## src/pbcs_pkg.sv

```systemverilog
// Shared types and constants of the page buffer clock-sweep pool.
package pbcs_pkg;

   localparam int ID_W        = 32;
   localparam int SLOT_OUT_W  = 4;
   localparam int USAGE_W     = 3;
   localparam int MAX_RESULTS = 16;
   localparam int RES_CNT_W   = 5;
   localparam int SWEEP_PASSES = 2;
   localparam logic [USAGE_W-1:0] USAGE_MAX = 3'd5;

   // Request kinds
   typedef enum logic [1:0] {
      MODE_LOOKUP  = 2'd0,
      MODE_RELEASE = 2'd1,
      MODE_FLUSH   = 2'd2,
      MODE_EVICT   = 2'd3
   } mode_type;

   // Sequencer states
   typedef enum logic [3:0] {
      ST_IDLE,
      ST_LK_SCAN,
      ST_HIT,
      ST_SWEEP,
      ST_VIC_RD,
      ST_VIC_WR,
      ST_REL,
      ST_FL_RD,
      ST_FL_CHK,
      ST_FL_END
   } state_type;

   // Page tag as stored in the tag RAM
   typedef struct packed {
      logic [ID_W-1:0] database;
      logic [ID_W-1:0] relation;
      logic [ID_W-1:0] relnode;
      logic [ID_W-1:0] page;
   } tag_type;

   localparam int TAG_W = $bits(tag_type);

   // Operations on the per-slot valid, dirty and usage state
   typedef enum logic [2:0] {
      SOP_NONE,
      SOP_INC,
      SOP_DEC,
      SOP_INSTALL,
      SOP_SET_DIRTY,
      SOP_CLEAN,
      SOP_EVICT
   } slot_op_type;

   typedef struct packed {
      slot_op_type op;
      logic        dirty;
   } slot_cmd_type;

   typedef struct packed {
      logic               valid;
      logic               dirty;
      logic [USAGE_W-1:0] usage;
   } slot_stat_type;

   // One result item
   typedef struct packed {
      logic [SLOT_OUT_W-1:0] slot;
      logic                  hit;
      logic                  found;
      logic                  write_back;
      tag_type               wb;
      logic                  last;
   } rsp_type;

endpackage

```

## src/pbcs_if.sv

```systemverilog
// Request and result channel interfaces of the page buffer pool.
interface pbcs_req_if
   import pbcs_pkg::*;
();
   logic            valid;
   logic            ready;
   mode_type        mode;
   logic [ID_W-1:0] database_id;
   logic [ID_W-1:0] relation_id;
   logic [ID_W-1:0] relnode_id;
   logic [ID_W-1:0] page_number;
   logic            page_exists;
   logic [3:0]      release_slot;
   logic            mark_dirty;

   modport source (
      output valid, mode, database_id, relation_id, relnode_id, page_number,
             page_exists, release_slot, mark_dirty,
      input  ready
   );
   modport sink (
      input  valid, mode, database_id, relation_id, relnode_id, page_number,
             page_exists, release_slot, mark_dirty,
      output ready
   );
endinterface

interface pbcs_rsp_if
   import pbcs_pkg::*;
();
   logic                  valid;
   logic                  ready;
   logic [SLOT_OUT_W-1:0] slot;
   logic                  hit;
   logic                  found;
   logic                  write_back;
   logic [ID_W-1:0]       wb_database;
   logic [ID_W-1:0]       wb_relation;
   logic [ID_W-1:0]       wb_relnode;
   logic [ID_W-1:0]       wb_page;
   logic                  last;

   modport source (
      output valid, slot, hit, found, write_back, wb_database, wb_relation,
             wb_relnode, wb_page, last,
      input  ready
   );
   modport sink (
      input  valid, slot, hit, found, write_back, wb_database, wb_relation,
             wb_relnode, wb_page, last,
      output ready
   );
endinterface

```

## src/pbcs_ram.sv

```systemverilog
// Generic single-write, single-read RAM with registered read data.
module pbcs_ram #(
   parameter int WIDTH = 128,
   parameter int DEPTH = 16,
   localparam int ADDR_W = (DEPTH > 1) ? $clog2(DEPTH) : 1
) (
   input  logic              clock,
   input  logic              wr_en,
   input  logic [ADDR_W-1:0] wr_addr,
   input  logic [WIDTH-1:0]  wr_data,
   input  logic [ADDR_W-1:0] rd_addr,
   output logic [WIDTH-1:0]  rd_data
);

   logic [WIDTH-1:0] mem_ff [DEPTH];
   logic [WIDTH-1:0] rd_data_ff;

   // Write port and registered read port
   always_ff @(posedge clock) begin
      if (wr_en) begin
         mem_ff[wr_addr] <= wr_data;
      end
      rd_data_ff <= mem_ff[rd_addr];
   end

   assign rd_data = rd_data_ff;

endmodule

```

## src/pbcs_slot_state.sv

```systemverilog
// Per-slot valid, dirty and usage-count state with a single-slot update port.
module pbcs_slot_state
   import pbcs_pkg::*;
#(
   parameter int SLOTS = 16,
   localparam int SW = $clog2(SLOTS)
) (
   input  logic          clock,
   input  logic          reset,
   input  logic [SW-1:0] addr,
   input  slot_cmd_type  cmd,
   output slot_stat_type stat
);

   logic [SLOTS-1:0]              valid_ff, valid_in;
   logic [SLOTS-1:0]              dirty_ff, dirty_in;
   logic [SLOTS-1:0][USAGE_W-1:0] usage_ff, usage_in;

   // Read the addressed slot
   assign stat.valid = valid_ff[addr];
   assign stat.dirty = dirty_ff[addr];
   assign stat.usage = usage_ff[addr];

   // Apply the command to the addressed slot
   always_comb begin
      valid_in = valid_ff;
      dirty_in = dirty_ff;
      usage_in = usage_ff;
      unique case (cmd.op)
         SOP_NONE: ;
         SOP_INC: begin
            if (usage_ff[addr] < USAGE_MAX) begin
               usage_in[addr] = usage_ff[addr] + 1'b1;
            end
         end
         SOP_DEC: usage_in[addr] = usage_ff[addr] - 1'b1;
         SOP_INSTALL: begin
            valid_in[addr] = 1'b1;
            dirty_in[addr] = cmd.dirty;
            usage_in[addr] = USAGE_W'(1);
         end
         SOP_SET_DIRTY: dirty_in[addr] = 1'b1;
         SOP_CLEAN:     dirty_in[addr] = 1'b0;
         SOP_EVICT: begin
            valid_in[addr] = 1'b0;
            dirty_in[addr] = 1'b0;
         end
         default: ;
      endcase
   end

   always_ff @(posedge clock) begin
      if (reset) begin
         valid_ff <= '0;
         dirty_ff <= '0;
         usage_ff <= '0;
      end else begin
         valid_ff <= valid_in;
         dirty_ff <= dirty_in;
         usage_ff <= usage_in;
      end
   end

endmodule

```

## src/page_buffer_clock_sweep.sv

```systemverilog
// Top level of the page buffer pool with clock-sweep replacement.
//
// One request is taken at a time; req ready is high only while the sequencer
// is idle, and a finished result may still wait in the output register.
// A lookup compares one stored tag per cycle out of the tag RAM's single read
// port and stops at the first matching slot; a miss first compares every slot,
// then runs the clock sweep (one slot per cycle) for at most SWEEP_PASSES
// passes, then reads the victim tag and installs the new one. Flush and evict
// read and check each slot in turn, and one result leaves per write-back
// reported, or a single empty last result if there is none. The hit, victim
// install, release and flush steps stall while the result side does not take
// a waiting result.
module page_buffer_clock_sweep
   import pbcs_pkg::*;
#(
   parameter int SLOTS = 16
) (
   input  logic   clock,
   input  logic   reset,
   pbcs_req_if.sink   req_chan,
   pbcs_rsp_if.source rsp_chan
);

   localparam int SW = $clog2(SLOTS);
   localparam int CW = $clog2(SWEEP_PASSES * SLOTS);
   localparam logic [SW-1:0] LAST_SLOT  = SW'(SLOTS - 1);
   localparam logic [CW-1:0] SWEEP_LAST = CW'(SWEEP_PASSES * SLOTS - 1);

   state_type state_ff, state_in;

   // Captured request
   mode_type   mode_ff, mode_in;
   tag_type    key_ff, key_in;
   logic       exists_ff, exists_in;
   logic [3:0] rslot_ff, rslot_in;
   logic       mdirty_ff, mdirty_in;

   // Sequencer datapath
   logic [SW-1:0]        idx_ff, idx_in;
   logic [SW-1:0]        cmp_ff, cmp_in;
   logic                 pend_ff, pend_in;
   logic [SW-1:0]        hand_ff, hand_in;
   logic [CW-1:0]        sweep_ff, sweep_in;
   logic [RES_CNT_W-1:0] nres_ff, nres_in;
   rsp_type              held_ff, held_in;
   logic                 held_v_ff, held_v_in;
   rsp_type              out_ff, out_in;
   logic                 out_v_ff, out_v_in;

   // Control
   logic          accept, out_free, out_load;
   rsp_type       out_next;
   logic [SW-1:0] ss_addr;
   slot_cmd_type  ss_cmd;
   slot_stat_type st;
   logic          ram_we;
   logic [TAG_W-1:0] rd_raw;
   tag_type       rd_tag;

   logic tbl_eq, lk_hit, lk_miss_end, sw_take, sw_end;
   logic fl_match, fl_emit, fl_go, rel_ok;

   // Tag store
   pbcs_ram #(.WIDTH(TAG_W), .DEPTH(SLOTS)) u_tag_ram (
      .clock   (clock),
      .wr_en   (ram_we),
      .wr_addr (idx_ff),
      .wr_data (key_ff),
      .rd_addr (idx_ff),
      .rd_data (rd_raw)
   );

   assign rd_tag = tag_type'(rd_raw);

   // Slot flags and usage counts
   pbcs_slot_state #(.SLOTS(SLOTS)) u_slot_state (
      .clock (clock),
      .reset (reset),
      .addr  (ss_addr),
      .cmd   (ss_cmd),
      .stat  (st)
   );

   // Handshake and condition terms
   assign accept   = req_chan.valid && (state_ff == ST_IDLE);
   assign out_free = !out_v_ff || rsp_chan.ready;

   assign tbl_eq = (rd_tag.database == key_ff.database) &&
                   (rd_tag.relation == key_ff.relation) &&
                   (rd_tag.relnode  == key_ff.relnode);
   assign lk_hit      = pend_ff && st.valid && tbl_eq && (rd_tag.page == key_ff.page);
   assign lk_miss_end = pend_ff && !lk_hit && (cmp_ff == LAST_SLOT);
   assign sw_take     = !st.valid || (st.usage == '0);
   assign sw_end      = (sweep_ff == SWEEP_LAST);
   assign fl_match    = st.valid && tbl_eq;
   assign fl_emit     = fl_match && st.dirty && (nres_ff < RES_CNT_W'(MAX_RESULTS));
   assign fl_go       = !fl_emit || !held_v_ff || out_free;
   assign rel_ok      = (int'(rslot_ff) < SLOTS);

   // Next state
   always_comb begin
      state_in = state_ff;
      unique case (state_ff)
         ST_IDLE: begin
            if (accept) begin
               unique case (req_chan.mode)
                  MODE_LOOKUP:            state_in = ST_LK_SCAN;
                  MODE_RELEASE:           state_in = ST_REL;
                  MODE_FLUSH, MODE_EVICT: state_in = ST_FL_RD;
                  default:                state_in = ST_IDLE;
               endcase
            end
         end
         ST_LK_SCAN: begin
            if (lk_hit) begin
               state_in = ST_HIT;
            end else if (lk_miss_end) begin
               state_in = ST_SWEEP;
            end
         end
         ST_SWEEP: begin
            if (sw_take || sw_end) begin
               state_in = ST_VIC_RD;
            end
         end
         ST_VIC_RD: state_in = ST_VIC_WR;
         ST_HIT, ST_VIC_WR, ST_REL, ST_FL_END: begin
            if (out_free) begin
               state_in = ST_IDLE;
            end
         end
         ST_FL_RD: state_in = ST_FL_CHK;
         ST_FL_CHK: begin
            if (fl_go) begin
               state_in = (idx_ff == LAST_SLOT) ? ST_FL_END : ST_FL_RD;
            end
         end
         default: state_in = ST_IDLE;
      endcase
   end

   // Slot commands, RAM write and result load
   always_comb begin
      ss_addr      = idx_ff;
      ss_cmd.op    = SOP_NONE;
      ss_cmd.dirty = !exists_ff;
      ram_we       = 1'b0;
      out_load     = 1'b0;
      out_next     = '0;
      out_next.last = 1'b1;
      unique case (state_ff)
         ST_LK_SCAN: ss_addr = cmp_ff;
         ST_HIT: begin
            if (out_free) begin
               ss_cmd.op           = SOP_INC;
               out_load            = 1'b1;
               out_next.slot       = SLOT_OUT_W'(idx_ff);
               out_next.hit        = 1'b1;
               out_next.found      = 1'b1;
            end
         end
         ST_SWEEP: begin
            ss_addr = hand_ff;
            if (!sw_take) begin
               ss_cmd.op = SOP_DEC;
            end
         end
         ST_VIC_WR: begin
            if (out_free) begin
               ss_cmd.op           = SOP_INSTALL;
               ram_we              = 1'b1;
               out_load            = 1'b1;
               out_next.slot       = SLOT_OUT_W'(idx_ff);
               out_next.found      = exists_ff;
               out_next.write_back = st.valid && st.dirty;
               if (st.valid && st.dirty) begin
                  out_next.wb = rd_tag;
               end
            end
         end
         ST_REL: begin
            ss_addr = SW'(rslot_ff);
            if (out_free) begin
               if (rel_ok && mdirty_ff) begin
                  ss_cmd.op = SOP_SET_DIRTY;
               end
               out_load      = 1'b1;
               out_next.slot = rslot_ff;
            end
         end
         ST_FL_CHK: begin
            if (fl_go) begin
               // Keep a dirty page that no longer fits in the results
               if (fl_match && (mode_ff == MODE_EVICT) && (fl_emit || !st.dirty)) begin
                  ss_cmd.op = SOP_EVICT;
               end else if (fl_emit) begin
                  ss_cmd.op = SOP_CLEAN;
               end
               if (fl_emit && held_v_ff) begin
                  out_load = 1'b1;
                  out_next = held_ff;
               end
            end
         end
         ST_FL_END: begin
            if (out_free) begin
               out_load = 1'b1;
               if (held_v_ff) begin
                  out_next      = held_ff;
                  out_next.last = 1'b1;
               end
            end
         end
         default: ;
      endcase
   end

   // Datapath next values
   always_comb begin
      mode_in   = mode_ff;
      key_in    = key_ff;
      exists_in = exists_ff;
      rslot_in  = rslot_ff;
      mdirty_in = mdirty_ff;
      idx_in    = idx_ff;
      cmp_in    = cmp_ff;
      pend_in   = pend_ff;
      hand_in   = hand_ff;
      sweep_in  = sweep_ff;
      nres_in   = nres_ff;
      held_in   = held_ff;
      held_v_in = held_v_ff;
      unique case (state_ff)
         ST_IDLE: begin
            if (accept) begin
               mode_in         = req_chan.mode;
               key_in.database = req_chan.database_id;
               key_in.relation = req_chan.relation_id;
               key_in.relnode  = req_chan.relnode_id;
               key_in.page     = req_chan.page_number;
               exists_in       = req_chan.page_exists;
               rslot_in        = req_chan.release_slot;
               mdirty_in       = req_chan.mark_dirty;
               idx_in          = '0;
               pend_in         = 1'b0;
               nres_in         = '0;
               held_v_in       = 1'b0;
            end
         end
         ST_LK_SCAN: begin
            // Issue the next tag read while comparing the previous one
            cmp_in  = idx_ff;
            pend_in = 1'b1;
            if (idx_ff != LAST_SLOT) begin
               idx_in = idx_ff + 1'b1;
            end
            if (lk_hit) begin
               idx_in = cmp_ff;
            end
            sweep_in = '0;
         end
         ST_SWEEP: begin
            // Advance the hand one slot a cycle
            hand_in = (hand_ff == LAST_SLOT) ? '0 : hand_ff + 1'b1;
            if (sw_take) begin
               idx_in = hand_ff;
            end else if (sw_end) begin
               idx_in = '0;
            end else begin
               sweep_in = sweep_ff + 1'b1;
            end
         end
         ST_FL_CHK: begin
            if (fl_go) begin
               if (fl_emit) begin
                  held_in.slot       = SLOT_OUT_W'(idx_ff);
                  held_in.hit        = 1'b0;
                  held_in.found      = 1'b0;
                  held_in.write_back = 1'b1;
                  held_in.wb         = rd_tag;
                  held_in.last       = 1'b0;
                  held_v_in          = 1'b1;
                  nres_in            = nres_ff + 1'b1;
               end
               if (idx_ff != LAST_SLOT) begin
                  idx_in = idx_ff + 1'b1;
               end
            end
         end
         default: ;
      endcase
   end

   // Output register
   always_comb begin
      out_in   = out_ff;
      out_v_in = out_v_ff;
      if (out_load) begin
         out_in   = out_next;
         out_v_in = 1'b1;
      end else if (rsp_chan.ready) begin
         out_v_in = 1'b0;
      end
   end

   // Control registers
   always_ff @(posedge clock) begin
      if (reset) begin
         state_ff  <= ST_IDLE;
         hand_ff   <= '0;
         pend_ff   <= 1'b0;
         held_v_ff <= 1'b0;
         out_v_ff  <= 1'b0;
         nres_ff   <= '0;
         sweep_ff  <= '0;
      end else begin
         state_ff  <= state_in;
         hand_ff   <= hand_in;
         pend_ff   <= pend_in;
         held_v_ff <= held_v_in;
         out_v_ff  <= out_v_in;
         nres_ff   <= nres_in;
         sweep_ff  <= sweep_in;
      end
   end

   // Payload registers
   always_ff @(posedge clock) begin
      mode_ff   <= mode_in;
      key_ff    <= key_in;
      exists_ff <= exists_in;
      rslot_ff  <= rslot_in;
      mdirty_ff <= mdirty_in;
      idx_ff    <= idx_in;
      cmp_ff    <= cmp_in;
      held_ff   <= held_in;
      out_ff    <= out_in;
   end

   // Drive the channels
   assign req_chan.ready       = (state_ff == ST_IDLE);
   assign rsp_chan.valid       = out_v_ff;
   assign rsp_chan.slot        = out_ff.slot;
   assign rsp_chan.hit         = out_ff.hit;
   assign rsp_chan.found       = out_ff.found;
   assign rsp_chan.write_back  = out_ff.write_back;
   assign rsp_chan.wb_database = out_ff.wb.database;
   assign rsp_chan.wb_relation = out_ff.wb.relation;
   assign rsp_chan.wb_relnode  = out_ff.wb.relnode;
   assign rsp_chan.wb_page     = out_ff.wb.page;
   assign rsp_chan.last        = out_ff.last;

endmodule
```

## src/flat_wrapper.sv

```systemverilog
// flat-port wrapper written by rule: the top's interface ports become plain ports
module page_buffer_clock_sweep_flat import pbcs_pkg::*;
#(
   parameter int SLOTS = 16
)
  (clock, reset, req_chan_valid, req_chan_mode, req_chan_database_id, req_chan_relation_id, req_chan_relnode_id, req_chan_page_number, req_chan_page_exists, req_chan_release_slot, req_chan_mark_dirty, req_chan_ready, rsp_chan_valid, rsp_chan_slot, rsp_chan_hit, rsp_chan_found, rsp_chan_write_back, rsp_chan_wb_database, rsp_chan_wb_relation, rsp_chan_wb_relnode, rsp_chan_wb_page, rsp_chan_last, rsp_chan_ready);
  pbcs_req_if req_chan_i ();
  pbcs_rsp_if rsp_chan_i ();
  input  logic clock;
  input  logic reset;
  input wire logic [$bits(req_chan_i.valid)-1:0] req_chan_valid;
  input wire logic [$bits(req_chan_i.mode)-1:0] req_chan_mode;
  input wire logic [$bits(req_chan_i.database_id)-1:0] req_chan_database_id;
  input wire logic [$bits(req_chan_i.relation_id)-1:0] req_chan_relation_id;
  input wire logic [$bits(req_chan_i.relnode_id)-1:0] req_chan_relnode_id;
  input wire logic [$bits(req_chan_i.page_number)-1:0] req_chan_page_number;
  input wire logic [$bits(req_chan_i.page_exists)-1:0] req_chan_page_exists;
  input wire logic [$bits(req_chan_i.release_slot)-1:0] req_chan_release_slot;
  input wire logic [$bits(req_chan_i.mark_dirty)-1:0] req_chan_mark_dirty;
  output wire logic [$bits(req_chan_i.ready)-1:0] req_chan_ready;
  output wire logic [$bits(rsp_chan_i.valid)-1:0] rsp_chan_valid;
  output wire logic [$bits(rsp_chan_i.slot)-1:0] rsp_chan_slot;
  output wire logic [$bits(rsp_chan_i.hit)-1:0] rsp_chan_hit;
  output wire logic [$bits(rsp_chan_i.found)-1:0] rsp_chan_found;
  output wire logic [$bits(rsp_chan_i.write_back)-1:0] rsp_chan_write_back;
  output wire logic [$bits(rsp_chan_i.wb_database)-1:0] rsp_chan_wb_database;
  output wire logic [$bits(rsp_chan_i.wb_relation)-1:0] rsp_chan_wb_relation;
  output wire logic [$bits(rsp_chan_i.wb_relnode)-1:0] rsp_chan_wb_relnode;
  output wire logic [$bits(rsp_chan_i.wb_page)-1:0] rsp_chan_wb_page;
  output wire logic [$bits(rsp_chan_i.last)-1:0] rsp_chan_last;
  input wire logic [$bits(rsp_chan_i.ready)-1:0] rsp_chan_ready;
  assign req_chan_i.valid = req_chan_valid;
  assign req_chan_i.mode = req_chan_mode;
  assign req_chan_i.database_id = req_chan_database_id;
  assign req_chan_i.relation_id = req_chan_relation_id;
  assign req_chan_i.relnode_id = req_chan_relnode_id;
  assign req_chan_i.page_number = req_chan_page_number;
  assign req_chan_i.page_exists = req_chan_page_exists;
  assign req_chan_i.release_slot = req_chan_release_slot;
  assign req_chan_i.mark_dirty = req_chan_mark_dirty;
  assign req_chan_ready = req_chan_i.ready;
  assign rsp_chan_valid = rsp_chan_i.valid;
  assign rsp_chan_slot = rsp_chan_i.slot;
  assign rsp_chan_hit = rsp_chan_i.hit;
  assign rsp_chan_found = rsp_chan_i.found;
  assign rsp_chan_write_back = rsp_chan_i.write_back;
  assign rsp_chan_wb_database = rsp_chan_i.wb_database;
  assign rsp_chan_wb_relation = rsp_chan_i.wb_relation;
  assign rsp_chan_wb_relnode = rsp_chan_i.wb_relnode;
  assign rsp_chan_wb_page = rsp_chan_i.wb_page;
  assign rsp_chan_last = rsp_chan_i.last;
  assign rsp_chan_i.ready = rsp_chan_ready;
  page_buffer_clock_sweep #(.SLOTS(SLOTS)) u_core (.clock(clock), .reset(reset), .req_chan(req_chan_i), .rsp_chan(rsp_chan_i));
endmodule
```

## config.mk

```make
export PLATFORM = sky130hd
export DESIGN_NAME = page_buffer_clock_sweep_flat
export DESIGN_NICKNAME = d
export VERILOG_FILES = /design/src/pbcs_pkg.sv /design/src/pbcs_if.sv /design/src/pbcs_ram.sv /design/src/pbcs_slot_state.sv /design/src/page_buffer_clock_sweep.sv /design/src/flat_wrapper.sv
export SDC_FILE = /design/constraint.sdc
export NUM_CORES = 2
export LEC_CHECK = 0
export BUFFER_PORTS_ARGS = -buffer_cell sky130_fd_sc_hd__buf_2
export CORE_MARGIN = 3
export CORE_UTILIZATION = 40
export DETAILED_ROUTE_END_ITERATION = 12
export PLACE_DENSITY = 0.65
export SETUP_SLACK_MARGIN = 0.2
export SLEW_MARGIN = 5
export SYNTH_ARGS = -nofsm -noshare
export SYNTH_HDL_FRONTEND = slang
export SYNTH_SLANG_ARGS = --single-unit
export TNS_END_PERCENT = 30
```

## constraint.sdc

```tcl
create_clock -name clock -period 21.6 [get_ports clock]
set_input_delay 4.32 -clock clock [delete_from_list [all_inputs] [get_ports clock]]
set_output_delay 4.32 -clock clock [all_outputs]
set_load 0.1 [all_outputs]
```

After elaboration in Yosys (flattened, before gate mapping)
Memory sizes are Yosys's and may differ from the RTL's. A register that Yosys moved wholly into a read port is not among the register bits.
Index checks and enable logic that the tools add are counted.
- latch bits: 0
- memory bits (writable): 2048
- logic and storage cells: 236
- bits of input ports: 140
- bits in read-only memories: 0
- memories: 1
- register bits: 513
- multipliers: 0
- bitwise operators: 8
- add/subtract/negate cells: 6
- shift operators: 0
- div/mod/pow operators: 0
- reduce and logical (&&, ||, !) cells: 51
- equality and inequality tests: 38
- magnitude comparators: 4
- muxes and demuxes: 79
- memories (memory ; depth ; bits a word ; rd ports ; clocked after Yosys merged registers in ; wr ports ; line ; RTL):
    u_core.u_tag_ram.mem_ff ; 16 ; 128 ; 1 ; 1 ; 1 ; pbcs_ram.sv:15 ; logic [WIDTH-1:0] mem_ff [DEPTH];
- operators by type and width (operator ; count):
    two-way mux 136 bit ; 4
    case mux 129 bit (3 select lines) ; 1
    case mux 48 bit (3 select lines) ; 1
    two-way mux 130 bit ; 1
    equality test 32 bit ; 4
    two-way mux 128 bit ; 1
    bitwise mux 48 bit ; 2
    two-way mux 4 bit ; 16
    two-way mux 48 bit ; 1
    OR 16 bit ; 3
    case mux 16 bit (3 select lines) ; 1
    AND 16 bit ; 2
    AND 32 bit ; 1
    NOT 32 bit ; 1
    case mux 16 bit (2 select lines) ; 1
    case mux 4 bit (7 select lines) ; 1
    two-way mux 5 bit ; 5
    case mux 4 bit (3 select lines) ; 2
    two-way mux 3 bit ; 7
    equality test 4 bit, second input constant ; 5
    case mux 4 bit (5 select lines) ; 1
    case mux 5 bit (2 select lines) ; 2
    bitwise mux 16 bit ; 1
    equality test 4 x 3 -> 1 bit, second input constant ; 4
    other kinds (48) ; 118

Longest topological paths before layout
- word-level depth: 15
- gate-level depth with buffers: 19
- gate-level depth less buffers: 14

Modules after synthesis
From an unflattened synthesis, not the netlist that was laid out.
- cell total of the unflattened synthesis: 4893
- area total of the unflattened synthesis: 100672.8 um^2
- modules (own cells, without submodules) (module ; area an instance (um^2) ; cells each ; times used):
    pbcs_ram ; 79331.1 ; 3365 ; 1
    page_buffer_clock_sweep ; 17191.5 ; 1057 ; 1
    pbcs_slot_state ; 4150.2 ; 471 ; 1

Least setup slack after synthesis
OpenSTA, ideal clock, no wires.
- path kind: input to register
- from: input port rsp_chan_ready
- to: memory u_core.u_tag_ram.mem_ff[15][0], enable pin
- stages on the path: 5
- library setup time: 0.617 ns
- data arrival time: 10.355 ns
- setup slack: 10.628 ns
- path buffers: 2
- cell sequence: nand2b_1 clkbuf_1 nand3_1 clkbuf_1 nor2_1
- word-level cells in the longest chain between the ends: 5
- ends and longest elaborated chain (element ; line ; RTL):
    start, declared ; flat_wrapper.sv:31 ; input wire logic [$bits(rsp_chan_i.ready)-1:0] rsp_chan_ready;
    logical OR 1 bit ; page_buffer_clock_sweep.sv:86 ; assign out_free = !out_v_ff || rsp_chan.ready;
    two-way mux 1 bit ; page_buffer_clock_sweep.sv:169 ; if (out_free) begin
    two-way mux 1 bit ; page_buffer_clock_sweep.sv:151 ; unique case (state_ff)
    two-way mux 1 bit ; pbcs_ram.sv:20 ; if (wr_en) begin
    two-way mux 1 bit (not written as such) ; pbcs_ram.sv:21 ; mem_ff[wr_addr] <= wr_data;
    end, declared ; pbcs_ram.sv:15 ;
No other way between the ends.

Worst setup path in the final report
- from: input port rsp_chan_ready
- to: memory u_core.u_tag_ram.mem_ff[13][67], enable pin
Same word-level chain as after synthesis.

==> run summary <==
The transition time of the tightest slew-check pin is 1150 ps, and the leftover overflow at the end of global routing is 0. After the first detailed-routing iteration, the DRC count stood at 5517. Summed over all nets, the half-perimeter wirelength after detailed placement is 141000 um. In this run, CTS created clock tree buffers numbering 283. Counting the fill cells in the layout gives 20500. The run gives 0 as the synthesis warning total. The net count of the finished layout is 5028.

The flow ran to the end, and the final reports show no timing, DRC or antenna violations. Dividing the synthesized area by the synthesized cell count gives 22.6 um^2. The worst setup path is captured at a flop.

The worst setup path is of the in2reg kind. The highest achievable clock rate was 136 MHz. At the end of routability-driven placement, the weighted congestion stood at 0.853.

The tools report the number of global-route vias before repair as 47400. For this design, the sink count on the clock tree is 2689. The gate count of the mapped netlist was 4448. Across the whole layout, storage elements account for 78500 um^2.

Counting flops with an async set or reset pin after synthesis yields a share of 0%. Summing all placed instances gives a cell area of 106000 um^2. The run gives 278 as the I/O pin count. Clock tree synthesis selected as its root buffer the cell sky130_fd_sc_hd__clkbuf_16. Kind of start point of the critical path: an input pin.

Entering global routing, the biggest net connects 147 pins. Of all nets on the critical path, the largest fanout is 49. Synthesis instantiated 67 different standard cells from the library. At the worst endpoint, the required time is 22100 ps. In this run the power density over the cells is 132 nW/um^2. TritonCTS built the clock tree. The worst-case IR drop observed on VDD is 116 uV. Setup repair after global routing left no endpoint under its margin. For the largest clock skew in the final design, the log shows 105 ps.

The clock period could shrink to 7360 ps. The number of setup buffers added after CTS is 0. The first-pass iteration count of the detailed router was 6; the maximum clock path buffer count was 4.

From synthesis to final layout, the design area changed by 14.4%. The max-cap check violation count is 0. Timing analysis after detailed placement gives a worst setup slack of 13300 ps. The class of the most critical hold timing path is reg2reg.

The logs give 5 for the number of antenna violations at the first check in global routing and 244000 um for the total detailed-routing wirelength. Dividing the final minimum period by the clock period gives 34.1%. The tools report the total global routing track utilization as 18.7%. In this run the number of H-tree levels came out at 5. The detailed-route vias per instance is 5.61, and the worst relative slew slack is 22.9%. The DRC violation count after routing came out at 0. The chip height was 507 um; the total die area was 257000 um^2. Power comes to 15100 uW. Dividing the detail-routed wire length by the instance count gives 29.0 um.

The region available for standard cell placement spans 249000 um^2. The detail route stage leaves a number of antenna-violating nets equal to 0. When the netlist entered floorplanning its net count stood at 4599. The hold buffer count at CTS was 0.

The row count is 183, and the part of the Yosys area used for sequential elements is 78.2%. Measured along the x axis, the die boundary spans 507 um. For the total setup violations reported at the end of the flow, the log shows 0. The post-synthesis register bit count was 2689; the max-slew violation count was 0. The post-cts gate resize count was 0; the effective utilization at floorplan was 40.3%. Once routing completed, OpenROAD measured the worst setup slack at 14240 ps.

The setup check on the worst reg-to-reg path leaves a slack of 15770 ps. After routing, the total negative slack on setup checks comes to 0 ps. In this run, synthesis inferred 2460 flip-flops with an integrated enable. The number of buffer cells added on primary ports was 277; the multi-input gate area in the final layout was 21100 um^2. The logs give 950 ps for the clock network latency to the later pin of the worst-skew pair and 0.0364 uW for the static leakage. The post-route netlist has 28.8% of its cells at a drive strength greater than 1.

With fillers left out, the area of the finished cells amounts to 115000 um^2. The run gives 350000 um as the wire length of the first global-routing pass. Predominant post-synthesis flop cell: sky130_fd_sc_hd__edfxtp_1. Across all layers, the routed design uses 47200 vias. The clock transition at the register clock pins on the worst setup and hold paths after CTS was 60 ps.

For the number of endpoints with negative hold slack in the final report, the log shows 0. In this run the cell area of the synthesized design comes to 100000 um^2. At the worst endpoint, the arrival time is 7860 ps.
-- per-stage QoR --
stage                     instances  utilization [%]  hold WS (ps)
after CTS                      8414             46.1           475
after floorplan                4448                -           443
after global placement         7922             42.5           457
after global routing           8414             46.1           497
after detailed placement       7922             42.5           463
final                          8415             46.1           477
-- layout by cell type, fill, tap and decap left out, types with 11 or more instances in the layout --
master and n:
sky130_fd_sc_hd__a211oi_1 15, sky130_fd_sc_hd__a21oi_1 55, sky130_fd_sc_hd__a22o_1 130, sky130_fd_sc_hd__buf_2 277
sky130_fd_sc_hd__buf_4 78, sky130_fd_sc_hd__bufinv_16 19, sky130_fd_sc_hd__clkbuf_1 57, sky130_fd_sc_hd__clkbuf_16 288
sky130_fd_sc_hd__clkbuf_8 26, sky130_fd_sc_hd__clkinv_1 33, sky130_fd_sc_hd__clkinv_2 39, sky130_fd_sc_hd__dfxtp_1 229
sky130_fd_sc_hd__edfxtp_1 2460, sky130_fd_sc_hd__ha_1 11, sky130_fd_sc_hd__inv_1 12, sky130_fd_sc_hd__mux2i_1 70
sky130_fd_sc_hd__mux4_2 652, sky130_fd_sc_hd__nand2_1 59, sky130_fd_sc_hd__nand2_4 11, sky130_fd_sc_hd__nand2b_1 60
sky130_fd_sc_hd__nand3_1 28, sky130_fd_sc_hd__nand4_1 16, sky130_fd_sc_hd__nor2_1 66, sky130_fd_sc_hd__nor3_1 34
sky130_fd_sc_hd__nor4_1 38, sky130_fd_sc_hd__o21ai_0 14, sky130_fd_sc_hd__xnor2_1 33, sky130_fd_sc_hd__xor2_1 98
-- worst paths after layout --
check / from / to / depth (start not counted)
worst max register to register: u_core.idx_ff[1] / u_core.u_tag_ram.rd_data[41] / 7
worst max-delay path: rsp_chan_ready / u_core.u_tag_ram.mem_ff[13][67] / 6
worst min-delay path: flop / flop / 2
worst min register to register: flop / flop / 2
-- cell type report --
cell class | count | share of cell area (%)
Multi-Input combinational cell | 1529 | 18.4
Timing Repair Buffer | 361 | 1.82
Clock inverter | 121 | 1.01
Sequential cell | 2689 | 68.3
Antenna cell | 1 | 0.00218
Inverter | 13 | 0.0490
Tap cell | 3330 | 3.63
Clock buffer | 371 | 6.78
-- flip-flops by register name (all words and copies together) (netlist names), 2 cells and up, named ones only --
register and count:
u_core.cmp_ff 4, u_core.hand_ff 4, u_core.held_ff 132, u_core.idx_ff 4
u_core.key_ff 128, u_core.mode_ff 2, u_core.nres_ff 5, u_core.rslot_ff 4
u_core.rsp_chan.slot 4, u_core.rsp_chan.wb_database 32, u_core.rsp_chan.wb_page 32, u_core.rsp_chan.wb_relation 32
u_core.rsp_chan.wb_relnode 32, u_core.state_ff 4, u_core.sweep_ff 5, u_core.u_slot_state.usage_ff 16
u_core.u_tag_ram.mem_ff 2048, u_core.u_tag_ram.rd_data 128
-- logic make-up (layout without fill, tap and decap cells) --
group	count (synthesis)	count (layout)	share of synthesized area, %
DFF	2689	2689	78.2
muxes	722	722	15.3
and+or+nand+nor	387	387	2.16
AOI/OAI and AO/OA	278	278	2.15
buffers and inverters	230	866	0.936
xor gates and xnor gates	131	131	1.14
adders and majority gates	11	11	0.137
other	0	1	0
-- cell usage after synthesis (15+ instances only) --
library cell | number | share of area (%)
sky130_fd_sc_hd__nor2_1 | 68 | 0.25
sky130_fd_sc_hd__a21oi_1 | 55 | 0.27
sky130_fd_sc_hd__clkbuf_1 | 145 | 0.54
sky130_fd_sc_hd__nor3_1 | 35 | 0.17
sky130_fd_sc_hd__buf_1 | 42 | 0.16
sky130_fd_sc_hd__nand2_1 | 60 | 0.22
sky130_fd_sc_hd__edfxtp_1 | 2460 | 74
sky130_fd_sc_hd__nand4_1 | 16 | 0.10
sky130_fd_sc_hd__buf_2 | 19 | 0.095
sky130_fd_sc_hd__a211oi_1 | 15 | 0.11
sky130_fd_sc_hd__xor2_1 | 98 | 0.86
sky130_fd_sc_hd__mux4_2 | 652 | 15
sky130_fd_sc_hd__mux2i_1 | 70 | 0.70
sky130_fd_sc_hd__dfxtp_1 | 229 | 4.6
sky130_fd_sc_hd__nor4_1 | 39 | 0.24
sky130_fd_sc_hd__xnor2_1 | 33 | 0.29
sky130_fd_sc_hd__nand2b_1 | 60 | 0.37
sky130_fd_sc_hd__nand3_1 | 28 | 0.14
sky130_fd_sc_hd__a22o_1 | 130 | 1.1
-- where the power goes --
group / internal, uW / switching, uW / leakage (uW)
logic: 1380 / 2180 / 0.00790
registers: 6300 / 564 / 0.0241
clock network: 2760 / 1960 / 0.00437
-- critical path, stage by stage --
cell	delay, ps
sky130_fd_sc_hd__buf_2	110
sky130_fd_sc_hd__nand2b_1	340
sky130_fd_sc_hd__and3_1	470
sky130_fd_sc_hd__and4_4	960
sky130_fd_sc_hd__buf_4	920
sky130_fd_sc_hd__buf_4	710
-- metal layers --
metal | part of all wire, % | GRT usage, % | wire length (um)
met1 | 42 | 26.9 | 103000
met4 | 2.1 | 4.32 | 5190
met3 | 7.5 | 3.79 | 18200
met5 | 0.0098 | 0 | 24
met2 | 48 | 29.6 | 118000
Power figures use the tool's default switching activity.
